$ cat config.mk
export PLATFORM = sky130hd
export DESIGN_NAME = autokey_cipher_letter_engine_core_flat
export DESIGN_NICKNAME = d
export VERILOG_FILES = /design/src/rtl/akc_pkg.sv /design/src/rtl/akc_ifs.sv /design/src/rtl/autokey_cipher_letter_engine_core.sv /design/src/rtl/akc_cell.sv /design/src/flat_wrapper.sv
export SDC_FILE = /design/constraint.sdc
export NUM_CORES = 1
export LEC_CHECK = 0
export BUFFER_PORTS_ARGS = -buffer_cell sky130_fd_sc_hd__buf_2
export CAP_MARGIN = 20
export CORE_ASPECT_RATIO = 1.75
export CORE_UTILIZATION = 46
export DETAILED_ROUTE_END_ITERATION = 10
export GPL_TIMING_DRIVEN = 0
export SLEW_MARGIN = 5
export SYNTH_ARGS = -nofsm -noshare
export SYNTH_HDL_FRONTEND = slang
export SYNTH_SLANG_ARGS = --single-unit
$ cat constraint.sdc
create_clock -name clk -period 8.3 [get_ports clk]
set_input_delay 1.66 -clock clk [delete_from_list [all_inputs] [get_ports clk]]
set_output_delay 1.66 -clock clk [all_outputs]
set_load 0.03 [all_outputs]
$ cat src/rtl/akc_pkg.sv
// Shared types, codes and letter arithmetic for the autokey letter engine.
`timescale 1ns / 1ps

package akc_pkg;

	localparam int unsigned ALPHABET = 26;

	typedef logic [4:0] letter_t;

	typedef enum logic {
		OP_LOAD = 1'b0,
		OP_TEXT = 1'b1
	} op_t;

	typedef enum logic {
		DIR_ENCRYPT = 1'b0,
		DIR_DECRYPT = 1'b1
	} dir_t;

	// Controls shared by every cell of the key line.
	typedef struct packed {
		logic    shift;
		logic    restart;
		letter_t plain;
		letter_t load_letter;
	} cell_ctrl_t;

	// Codes 26..31 wrap back into the alphabet.
	function automatic letter_t fold_letter(input letter_t v);
		letter_t r;
		r = (v >= letter_t'(ALPHABET)) ? v - letter_t'(ALPHABET) : v;
		return r;
	endfunction

	function automatic letter_t add_mod(input letter_t a, input letter_t b);
		logic [5:0] s;
		s = {1'b0, a} + {1'b0, b};
		if (s >= 6'(ALPHABET)) begin
			s = s - 6'(ALPHABET);
		end
		return s[4:0];
	endfunction

	function automatic letter_t sub_mod(input letter_t a, input letter_t b);
		logic [5:0] s;
		s = (a >= b) ? {1'b0, a} - {1'b0, b} : {1'b0, a} + 6'(ALPHABET) - {1'b0, b};
		return s[4:0];
	endfunction

endpackage

$ cat src/rtl/akc_ifs.sv
// Handshake interfaces for the request, result and configuration channels.
`timescale 1ns / 1ps

interface akc_req_if;
	import akc_pkg::*;
	logic    valid;
	logic    ready;
	op_t     operation;
	letter_t letter;
	logic    message_start;
	modport source (output valid, output operation, output letter, output message_start,
		input ready);
	modport sink (input valid, input operation, input letter, input message_start,
		output ready);
endinterface

interface akc_rsp_if;
	import akc_pkg::*;
	logic    valid;
	logic    ready;
	letter_t out_letter;
	modport source (output valid, output out_letter, input ready);
	modport sink (input valid, input out_letter, output ready);
endinterface

interface akc_cfg_if;
	logic valid;
	logic ready;
	logic direction;
	modport source (output valid, output direction, input ready);
	modport sink (input valid, input direction, output ready);
endinterface

$ cat src/rtl/autokey_cipher_letter_engine_core.sv
// Top level of the autokey letter engine: control, key line of cells and result register.
`timescale 1ns / 1ps

// Autokey Vigenere engine over letter indices 0 (a) to 25 (z).
// Requests arrive on req: a load appends one primer letter (message_start clears the
// primer first, loads beyond PRIMER_MAX are dropped); a text request gives one letter
// and yields one result on rsp. message_start on text restarts the key stream.
// The cfg channel sets direction (0 encrypt, 1 decrypt); it is always ready and should
// only be written while no request is in flight.
// The key stream lives in a line of PRIMER_MAX cells that shifts one place per text
// letter, so the head cell holds the key for the next letter but on a restart (head primer).
// A result is registered and appears on rsp in the cycle after its request is accepted.
// Throughput: one request per cycle while the receiver takes each result; the tail cell
// takes the plaintext, which in decrypt is the mod-26 subtraction of the head key.
// Stalls: the result register frees as the receiver takes its result, so req is ready
// whenever rsp is empty or being taken in the same cycle.
// Reset clears the primer length and the result valid flag and sets direction to decrypt.
module autokey_cipher_letter_engine_core
	import akc_pkg::*;
#(
	parameter int unsigned PRIMER_MAX = 32
) (
	input  logic        clk,
	input  logic        arst_n,
	akc_req_if.sink     req,
	akc_rsp_if.source   rsp,
	akc_cfg_if.sink     cfg
);

	localparam int unsigned LEN_W = $clog2(PRIMER_MAX + 1);

	logic [LEN_W-1:0] len_q;
	logic             fresh_q;
	dir_t             direction_q;
	logic             out_valid_q;
	letter_t          out_letter_q;

	letter_t          primers [PRIMER_MAX];
	letter_t          keys    [PRIMER_MAX];
	logic             load_sel [PRIMER_MAX];
	logic             is_tail  [PRIMER_MAX];

	cell_ctrl_t       ctrl;
	logic             accept;
	logic             load_acc;
	logic             text_acc;
	logic             restart;
	logic             empty;
	letter_t          ch;
	letter_t          head_key;
	letter_t          plain;
	letter_t          result;

	assign req.ready = !out_valid_q || rsp.ready;
	assign cfg.ready = 1'b1;

	assign accept   = req.valid && req.ready;
	assign load_acc = accept && (req.operation == OP_LOAD);
	assign text_acc = accept && (req.operation == OP_TEXT);
	assign empty    = (len_q == '0);
	assign restart  = req.message_start || fresh_q;
	assign ch       = fold_letter(req.letter);
	assign head_key = restart ? primers[0] : keys[0];

	always_comb begin
		unique case (direction_q)
			DIR_ENCRYPT: begin
				plain  = ch;
				result = add_mod(ch, head_key);
			end
			DIR_DECRYPT: begin
				plain  = sub_mod(ch, head_key);
				result = plain;
			end
			default: begin
				plain  = ch;
				result = ch;
			end
		endcase
		if (empty) begin
			result = ch;
		end
	end

	assign ctrl.shift       = text_acc && !empty;
	assign ctrl.restart     = restart;
	assign ctrl.plain       = plain;
	assign ctrl.load_letter = ch;

	for (genvar i = 0; i < PRIMER_MAX; i++) begin : g_cell
		letter_t nb_primer;
		letter_t nb_key;

		if (i == PRIMER_MAX - 1) begin : g_last
			assign nb_primer = '0;
			assign nb_key    = '0;
		end else begin : g_mid
			assign nb_primer = primers[i+1];
			assign nb_key    = keys[i+1];
		end

		assign is_tail[i]  = (len_q == LEN_W'(i + 1));
		assign load_sel[i] = load_acc &&
			(req.message_start ? (i == 0) : (len_q == LEN_W'(i)));

		akc_cell u_cell (
			.clk         (clk),
			.ctrl        (ctrl),
			.load_sel    (load_sel[i]),
			.is_tail     (is_tail[i]),
			.next_primer (nb_primer),
			.next_key    (nb_key),
			.primer      (primers[i]),
			.key         (keys[i])
		);
	end

	always_ff @(posedge clk or negedge arst_n) begin
		if (!arst_n) begin
			len_q       <= '0;
			fresh_q     <= 1'b1;
			direction_q <= DIR_DECRYPT;
			out_valid_q <= 1'b0;
		end else begin
			if (cfg.valid) begin
				direction_q <= dir_t'(cfg.direction);
			end
			if (load_acc) begin
				fresh_q <= 1'b1;
				if (req.message_start) begin
					len_q <= LEN_W'(1);
				end else if (len_q != LEN_W'(PRIMER_MAX)) begin
					len_q <= len_q + LEN_W'(1);
				end
			end else if (ctrl.shift) begin
				fresh_q <= 1'b0;
			end
			if (text_acc) begin
				out_valid_q <= 1'b1;
			end else if (rsp.ready) begin
				out_valid_q <= 1'b0;
			end
		end
	end

	always_ff @(posedge clk) begin
		if (text_acc) begin
			out_letter_q <= result;
		end
	end

	assign rsp.valid      = out_valid_q;
	assign rsp.out_letter = out_letter_q;

endmodule

$ cat src/rtl/akc_cell.sv
// One cell of the key line: a primer letter and a key letter that shifts towards the head.
`timescale 1ns / 1ps

module akc_cell
	import akc_pkg::*;
(
	input  logic       clk,
	input  cell_ctrl_t ctrl,
	input  logic       load_sel,
	input  logic       is_tail,
	input  letter_t    next_primer,
	input  letter_t    next_key,
	output letter_t    primer,
	output letter_t    key
);

	letter_t primer_q;
	letter_t key_q;

	always_ff @(posedge clk) begin
		if (load_sel) begin
			primer_q <= ctrl.load_letter;
		end
		// The tail cell takes the fresh plaintext; the others take their neighbour's key,
		// or its primer letter when the stream restarts with this letter.
		if (ctrl.shift) begin
			if (is_tail) begin
				key_q <= ctrl.plain;
			end else if (ctrl.restart) begin
				key_q <= next_primer;
			end else begin
				key_q <= next_key;
			end
		end
	end

	assign primer = primer_q;
	assign key    = key_q;

endmodule
$ cat src/flat_wrapper.sv
// flat-port wrapper written by rule: the top's interface ports become plain ports
module autokey_cipher_letter_engine_core_flat import akc_pkg::*;
#(
	parameter int unsigned PRIMER_MAX = 32
)
  (clk, arst_n, req_valid, req_operation, req_letter, req_message_start, req_ready, rsp_valid, rsp_out_letter, rsp_ready, cfg_valid, cfg_direction, cfg_ready);
  akc_req_if req_i ();
  akc_rsp_if rsp_i ();
  akc_cfg_if cfg_i ();
  input  logic clk;
  input  logic arst_n;
  input wire logic [$bits(req_i.valid)-1:0] req_valid;
  input wire logic [$bits(req_i.operation)-1:0] req_operation;
  input wire logic [$bits(req_i.letter)-1:0] req_letter;
  input wire logic [$bits(req_i.message_start)-1:0] req_message_start;
  output wire logic [$bits(req_i.ready)-1:0] req_ready;
  output wire logic [$bits(rsp_i.valid)-1:0] rsp_valid;
  output wire logic [$bits(rsp_i.out_letter)-1:0] rsp_out_letter;
  input wire logic [$bits(rsp_i.ready)-1:0] rsp_ready;
  input wire logic [$bits(cfg_i.valid)-1:0] cfg_valid;
  input wire logic [$bits(cfg_i.direction)-1:0] cfg_direction;
  output wire logic [$bits(cfg_i.ready)-1:0] cfg_ready;
  assign req_i.valid = req_valid;
  assign req_i.operation = req_operation;
  assign req_i.letter = req_letter;
  assign req_i.message_start = req_message_start;
  assign req_ready = req_i.ready;
  assign rsp_valid = rsp_i.valid;
  assign rsp_out_letter = rsp_i.out_letter;
  assign rsp_i.ready = rsp_ready;
  assign cfg_i.valid = cfg_valid;
  assign cfg_i.direction = cfg_direction;
  assign cfg_ready = cfg_i.ready;
  autokey_cipher_letter_engine_core #(.PRIMER_MAX(PRIMER_MAX)) u_core (.clk(clk), .arst_n(arst_n), .req(req_i), .rsp(rsp_i), .cfg(cfg_i));
endmodule
==> summary.txt, run 1 <==
GRT
  – Largest net degree at the start of global routing: 38
  – Total grt overflow: 0
  – Total GRT Usage: 21.3%
  – First-pass GRT wire length: 54,700 um
  – Initial antenna violation count: 0
  – Vias in the first global route: 9,520

Critical path
  – Critical Path RT: 8560 ps
  – Worst setup EP type: flip-flop
  – Worst path arrival time: 6610 ps
  – Crit Path Category: in -> reg
  – CP max FO: 10
  – Startpoint types: input port
  – FF-to-FF setup slack: 2750 ps

Logic synthesis
  – Count of cell types in the netlist: 71
  – Simple-Gate Fraction of Synth Area: 8.58%
  – Synth Area in Adders: 2.03%
  – Register area share after synthesis: 65.3%
  – Compound-Gate Fraction of Synth Area: 9.26%
  – Synth Flop Type: edfxtp_1
  – Post-synth EDFFs: 325
  – Synthesized area: 15,300 sq um
  – Post-Syn Instances: 1,171
  – Synth Register Bits: 334
  – Largest family of logic cells by synthesized area: multiplexers
  – Avg Inst Size Synth: 13.1 sq um
  – Mapped Nets: 1,207
  – Xor/xnor share of the synthesized area: 0.630%
  – Async S/R FF share, synth: 2.69%
  – Mux cell area share after synthesis: 10.9%
  – Synthesis Warnings: 0

CTS
  – Clk_lat worst skew: 560 ps
  – H-tree levels: 1
  – Post-cts resize count: 0
  – Sink Count: 334
  – Clock transition at path regs: 70 ps
  – Post-CTS setup buffers: 0
  – CTS tree: built
  – Inserted Clock Buffers: 30
  – # hold bufs at CTS: 0
  – Max clock buf depth: 3
  – Clock root cell: clkbuf_16

Floorplan
  – I/O pin count: 21
  – Placeable Area: 32,800 sq um
  – Initial core utilization: 46.6%
  – Die area: 34,000 sq um
  – Die Wd: 140 um
  – Die Span Y: 243 um
  – FP Rows: 88

Routing
  – Vias: 9,132
  – Top sig layer: met4
  – WL met1: 13,700 um
  – Pre-antenna DRT Iters: 5
  – Wire per inst: 21.0 um
  – Met3 wire length: 902 um
  – Drc violations: 0
  – Vias/cell: 5.51
  – Initial DRC Count: 635
  – Final Routed Wirelength: 34,800 um
  – Final ANT Viol Nets: 0
  – Met2 wire len: 19,200 um

Status
  – Status: complete, no violations

Flow run
  – Max-Cap Viols: 0

Power and ir drop
  – Peak VDD IR: 0.000202 V
  – Net Sw Power: 0.00106 W
  – Power per Cell Area: 231 nW/um^2
  – Switching Share: 26.9%
  – Clock power frac: 33.3%
  – Seq pwr share: 49.8%
  – Comb pwr share: 16.9%
  – Static Leak: 5.91 nW
  – Power Internal: 0.00289 W

Timing
  – Final hold violation count: 0
  – Period minus WS final: 6350 ps
  – Fmax: 157 MHz
  – RSZ-0062 raised after global routing: false
  – Fin worst setup slack: 1950 ps
  – Max Transition Viols Final: 0
  – Slew @ Worst Pin: 945 ps
  – Final setup fails: 0
  – Clock Skews: 17.0 ps
  – Slew margin rel.: 36.9%
  – Final period utilization: 76.5%

Place
  – Pre-CTS setup slack: 1280 ps
  – PortBufs: 19
  – Placer Congestion: 0.840
  – Cells after DPL: 1,605
  – DP HPWL: 23,700 um

Finish
  – Ant diodes: 0
  – Post-Layout Cell Count: 1,657
  – Layout Nets: 1,268
  – Final Util: 52.0%
  – Layout overhead on the synthesized area: 11.6%
  – Most frequent cells in the layout: edfxtp_1, nand2_1, nor2_1, mux2_2, a21oi_1
  – Share of post-route cells with drive strength above 1: 19.5%
  – FILL cells: 2,875
  – Commonest non-fill, non-tap cell in the layout: edfxtp_1

Min path
  – Worst Hold Class: reg -> reg
[layout make-up]
cell class	count	area [sq um]	area share [%]
sequential	334	9990	58.5
clock inverter	15	104	0.608
multi-input combinational	726	4840	28.4
inverter	27	101	0.594
buffer	84	402	2.35
clock buffer	37	798	4.68
tap	405	507	2.97
timing repair buffer	29	328	1.92
[per-stage QoR]
stage	cell area [sq um]	hold slack (ps)	TNS, ps	power [W]
floorplan	15300	485	0	0.00245
global placement	15900	503	-420130	0.00266
detailed placement	16200	507	0	0.00268
CTS	17100	522	0	0.00398
global route	17100	554	0	0.00410
finish	17100	520	0	0.00395
[cell usage after synthesis (8+ instances only)]
library cell  number  area share (%)
o21ai_2           28             1.6
ha_1              20             1.6
xnor2_1            8            0.46
buf_6              8            0.59
nor2_1           115             2.8
nand2_1          133             3.3
inv_1             27            0.66
a211oi_1           9            0.44
buf_2             13            0.43
mux2i_1           63             4.1
edfxtp_1         325              64
a21oi_1           80             2.6
mux2_2            92             6.8
clkbuf_1          53             1.3
nor2b_1           11            0.45
nand3_1           13            0.43
o21ai_0           72             2.4
[path summary, 6_finish.rpt]
kind                              startpoint                              end  cells after the start
max in group asynchronous             arst_n               u_core.direction_q                      1
setup reg to reg              u_core.fresh_q  u_core.g_cell[13].u_cell.key[3]                     15
hold / removal                u_core.fresh_q                   u_core.fresh_q                      2
min in group asynchronous             arst_n                  u_core.len_q[4]                      1
hold reg to reg               u_core.fresh_q                   u_core.fresh_q                      2
setup / recovery           req_message_start  u_core.g_cell[13].u_cell.key[3]                     16
[flip-flops by register name, indices dropped and copies added (netlist names)]
| name | cells |
|---|---|
| u_core.direction_q | 1 |
| u_core.rsp.valid | 1 |
| u_core.g_cell.u_cell.key | 160 |
| u_core.len_q | 6 |
| u_core.g_cell.u_cell.primer | 160 |
| u_core.fresh_q | 1 |
| u_core.rsp.out_letter | 5 |
[critical path, cell delays in order]
cell,delay [ps]
buf_2,120
nor2_2,190
clkbuf_1,650
clkbuf_1,610
mux2_2,510
ha_1,380
inv_1,80
ha_1,190
inv_1,70
fa_1,380
xnor2_1,150
xnor2_1,270
o21ai_0,120
a22oi_1,540
clkbuf_2,420
o21ai_0,240
[cell families (layout without fill, tap and decap cells)]
| family | Yosys count | in the layout |
|---|---|---|
| muxes | 155 | 155 |
| and+or+nand+nor | 306 | 306 |
| other | 1 | 1 |
| DFF | 334 | 334 |
| adders and majority gates | 23 | 23 |
| buffers and inverters | 111 | 192 |
| xor gates and xnor gates | 11 | 11 |
| AOI/OAI and AO/OA | 230 | 230 |
[routing by layer]
metal  track usage [%]  vias to the layer above
met4              7.40                        0
met5                 0                        -
li1                  -                     4407
met2              40.4                      130
met3              1.97                       60
met1              24.6                     4535
[power by group through the flow]
stage,registers [W],logic (W),clock network [W]
after floorplan,0.00201,0.000439,0
after global placement,0.00201,0.000642,0
after detailed placement,0.00200,0.000672,0
after CTS,0.00197,0.000675,0.00134
after global routing,0.00197,0.000732,0.00139
final,0.00197,0.000666,0.00131
Note: power is estimated with default switching activity, not from simulation.
==> run 2: changes to the inputs <==
Settings changed: ABC_AREA from default to 1.
Clock period 8.3 ns to 6.12 ns, I/O delays scaled along.
==> run 2 against run 1 <==
Die area up 0.66%. Worst hold slack improved by 4.8 ps. Critical path depth is 6 higher. Worst setup slack worse by 900 ps. Global-route usage grew 2.5 points. Sequential cell count unchanged. Combinational power grew 89%. Sequential share of layout area fell by 0.22 points. Cell count up 16%. Synthesized area up 0.66%. Synthesized cell count is 22% higher. Critical path type unchanged.
==> summary.txt, run 2 <==
GRT
  – Met2 usage: 44.8% (+4.4 points)
  – Initial antenna violation count: 0 (unchanged)
  – Largest net degree at the start of global routing: 37 (-2.6%)
  – Total GRT Usage: 23.8% (+2.5 points)
  – Vias in the first global route: 10.5k (+11%)
  – First-pass GRT wire length: 60,500 um (+11%)
  – Met3 usage: 2.13% (+0.16 points)
  – Met1 GRT Util: 26.7% (+2.1 points)
  – GRT busiest layer: met2
  – Total grt overflow: 0 (unchanged)

CTS
  – # hold bufs at CTS: 0 (unchanged)
  – Post-CTS setup buffers: 0 (unchanged)
  – Clock root cell: clkbuf_16
  – Clock transition at path regs: 70 ps (about the same)
  – Inserted Clock Buffers: 29 (-3.3%)
  – Max clock buf depth: 3 (unchanged)
  – Sink Count: 334 (unchanged)
  – H-tree levels: 1 (unchanged)
  – Clk_lat worst skew: 560 ps (about the same)
  – Post-cts resize count: 0 (unchanged)
  – CTS tree: built

Floorplan
  – Die area: 34,200 sq um (+0.66%)
  – FP Rows: 88 (unchanged)
  – Placeable Area: 32,900 sq um (+0.34%)
  – Die Wd: 140 um (+0.33%)
  – Die Span Y: 244 um (+0.33%)
  – I/O pin count: 21 (unchanged)
  – Initial core utilization: 46.8% (+0.15 points)

Finish
  – Commonest non-fill, non-tap cell in the layout: nand2_1
  – Share of post-route cells with drive strength above 1: 13.5% (-6.0 points)
  – Layout Nets: 1,534 (+21%)
  – Ant diodes: 0 (unchanged)
  – Final Instance Area: 17,100 sq um (+0.38%)
  – Most frequent cells in the layout: nand2_1, edfxtp_1, inv_1, nor2_1, o21ai_0
  – Layout overhead on the synthesized area: 11.3%

Place
  – DP HPWL: 27,300 um (+15%)
  – Placer Congestion: 0.892 (+6.1%)
  – PortBufs: 19 (unchanged)
  – DP Area: 16,300 sq um (+0.78%)
  – Pre-CTS setup slack: 515 ps (-766 ps)

Critical path
  – Worst path arrival time: 5410 ps (-1200 ps)
  – Crit path cell chain: buf_2, inv_1, nand3_1, a211oi_2, o21ai_0, inv_2, buf_16, ha_1, buf_4, inv_2, nand2_1, nand2_1, nand3_1, nand3_1, a21oi_2, nand3_1, nand2_1, nand2_1, nand2_2, buf_6, nand2_1, o21ai_1
  – FF-to-FF path depth: 19 (+4)
  – Crit path largest cell delay: 720 ps (+70 ps)
  – Critical Path RT: 6460 ps (-2100 ps)
  – CP max FO: 36 (+26)
  – Slowest stage cell, crit path: buf_2
  – Crit-path most repeated cell: nand2_1
  – Worst path buffer plus inverter count: 7 (+1)
  – Critical path's top delay family: buffers and inverters
  – Worst setup EP type: flip-flop
  – Startpoint types: input port
  – WP depth: 22 (+6)
  – Crit Path Category: in -> reg

Power and ir drop
  – Power per Cell Area: 334 nW/um^2 (+45%)
  – Static Leak: 6.58 nW (+11%)
  – Peak VDD IR: 0.000246 V (+21%)

Timing
  – Min Hold Slack: 525 ps (+4.81 ps)
  – Clock Skews: 14.6 ps (-2.43 ps)
  – Max Transition Viols Final: 0 (unchanged)
  – Period minus WS final: 5070 ps
  – RSZ-0062 raised after global routing: false
  – Final setup fails: 0 (unchanged)
  – Slew margin rel.: 33.1% (-3.7 points)
  – Fin worst setup slack: 1050 ps (-900 ps)
  – Fmax: 197 MHz
  – Slew @ Worst Pin: 1000 ps (+58.4 ps)
  – Final hold violation count: 0 (unchanged)
  – Final period utilization: 82.9%

Logic synthesis
  – Post-Syn Instances: 1,433 (+22%)
  – Post-synth top cells: nand2_1, edfxtp_1, inv_1
  – Synth Flop Type: edfxtp_1
  – Avg Inst Size Synth: 10.7 sq um (-18%)
  – Synth Register Bits: 334 (unchanged)
  – Synth top area cells: edfxtp_1, nand2_1, o21ai_2
  – Yosys top cell area share: 63.4% (-0.42 points)
  – Area leader, netlist: edfxtp_1
  – Register area share after synthesis: 64.9% (-0.43 points)
  – Count leader, synth: nand2_1
  – Count of cell types in the netlist: 38 (-46%)
  – Post-synth EDFFs: 325 (unchanged)
  – Mapped Nets: 1,469 (+22%)
  – Synthesized area: 15,400 sq um (+0.66%)
  – Async S/R FF share, synth: 2.69% (unchanged)
  – Synthesis Warnings: 0 (unchanged)

Routing
  – Initial DRC Count: 657 (+3.5%)
  – Drc violations: 0 (unchanged)
  – Pre-antenna DRT Iters: 5 (unchanged)
  – Vias/cell: 5.38 (-2.5%)
  – Vias: 10.3k (+13%)
  – Final ANT Viol Nets: 0 (unchanged)
  – Final Routed Wirelength: 39,100 um (+12%)
  – Wire per inst: 20.4 um (-3.0%)

Status
  – Status: complete, no violations

Min path
  – Worst Hold Class: in -> async

Flow run
  – Max-Cap Viols: 0 (unchanged)
[run 2: cell types whose count changed in the layout (fill, tap and decap cells not counted), moves of 19 or more]
cell	previous run	this run
a21oi_1	80	18
inv_1	26	81
mux2_2	92	0
mux2i_1	63	31
nand2_1	133	539
nor2_1	113	80
o211ai_1	2	31
o21ai_1	5	24
o21ai_2	28	55
or2_2	2	31
[run 2: path summary, 6_finish.rpt]
check | from | endpoint | slack [ps]
setup / recovery | req_letter[0] | u_core.g_cell[9].u_cell.key[3] | 1050
hold / removal | arst_n | u_core.len_q[4] | 530
setup reg to reg | u_core.fresh_q | u_core.g_cell[9].u_cell.key[3] | 1710
hold reg to reg | u_core.fresh_q | u_core.fresh_q | 570
max in group asynchronous | arst_n | u_core.direction_q | 5330
min in group clk | u_core.fresh_q | u_core.fresh_q | 570
[run 2: area by class of cell]
cell class | count | area, sq um
clock buffers | 35 | 748
inverters | 92 | 345
well taps | 405 | 507
repair buffers | 34 | 365
flip-flops and latches | 334 | 9990
clock inverters | 13 | 92.6
multi-input cells | 953 | 4780
fillers | 2937 | 15800
plain buffers | 54 | 305
[run 2: layer usage]
layer / wire length (um) / vias to the layer above
met5: 0 / -
met4: 1850 / 0
met3: 1530 / 100
met2: 21000 / 246
met1: 14700 / 4979
li1: - / 4997
[run 2: power by group]
group / total [W] / switching, W / internal (W) / leakage (nW)
sequential: 0.00276 / 0.0000459 / 0.00272 / 3.09
clock: 0.00171 / 0.000804 / 0.000906 / 0.407
combinational: 0.00126 / 0.000885 / 0.000371 / 3.09
total: 0.00573 / 0.00174 / 0.00400 / 6.58
[run 2: per-stage QoR]
step                      utilization, %  std cells  power (W)  TNS, ps
after floorplan                        -       1433    0.00364        0
after global placement              48.6       1857    0.00404  -446840
after detailed placement            49.5       1872    0.00408        0
after CTS                           52.0       1920    0.00577        0
after global routing                52.0       1920    0.00598        0
final                               52.0       1920    0.00573        0
[run 2: kinds of logic (layout without fill, tap and decap cells)]
family,Yosys count,after routing,synth area share (%)
simple gates,694,694,18.1
flops,334,334,64.9
compound gates,197,197,8.35
buf+inv,146,228,4.23
mux,31,31,2.02
fa+ha+maj,23,23,2.02
xor+xnor,7,7,0.398
other cells,1,1,0.0244
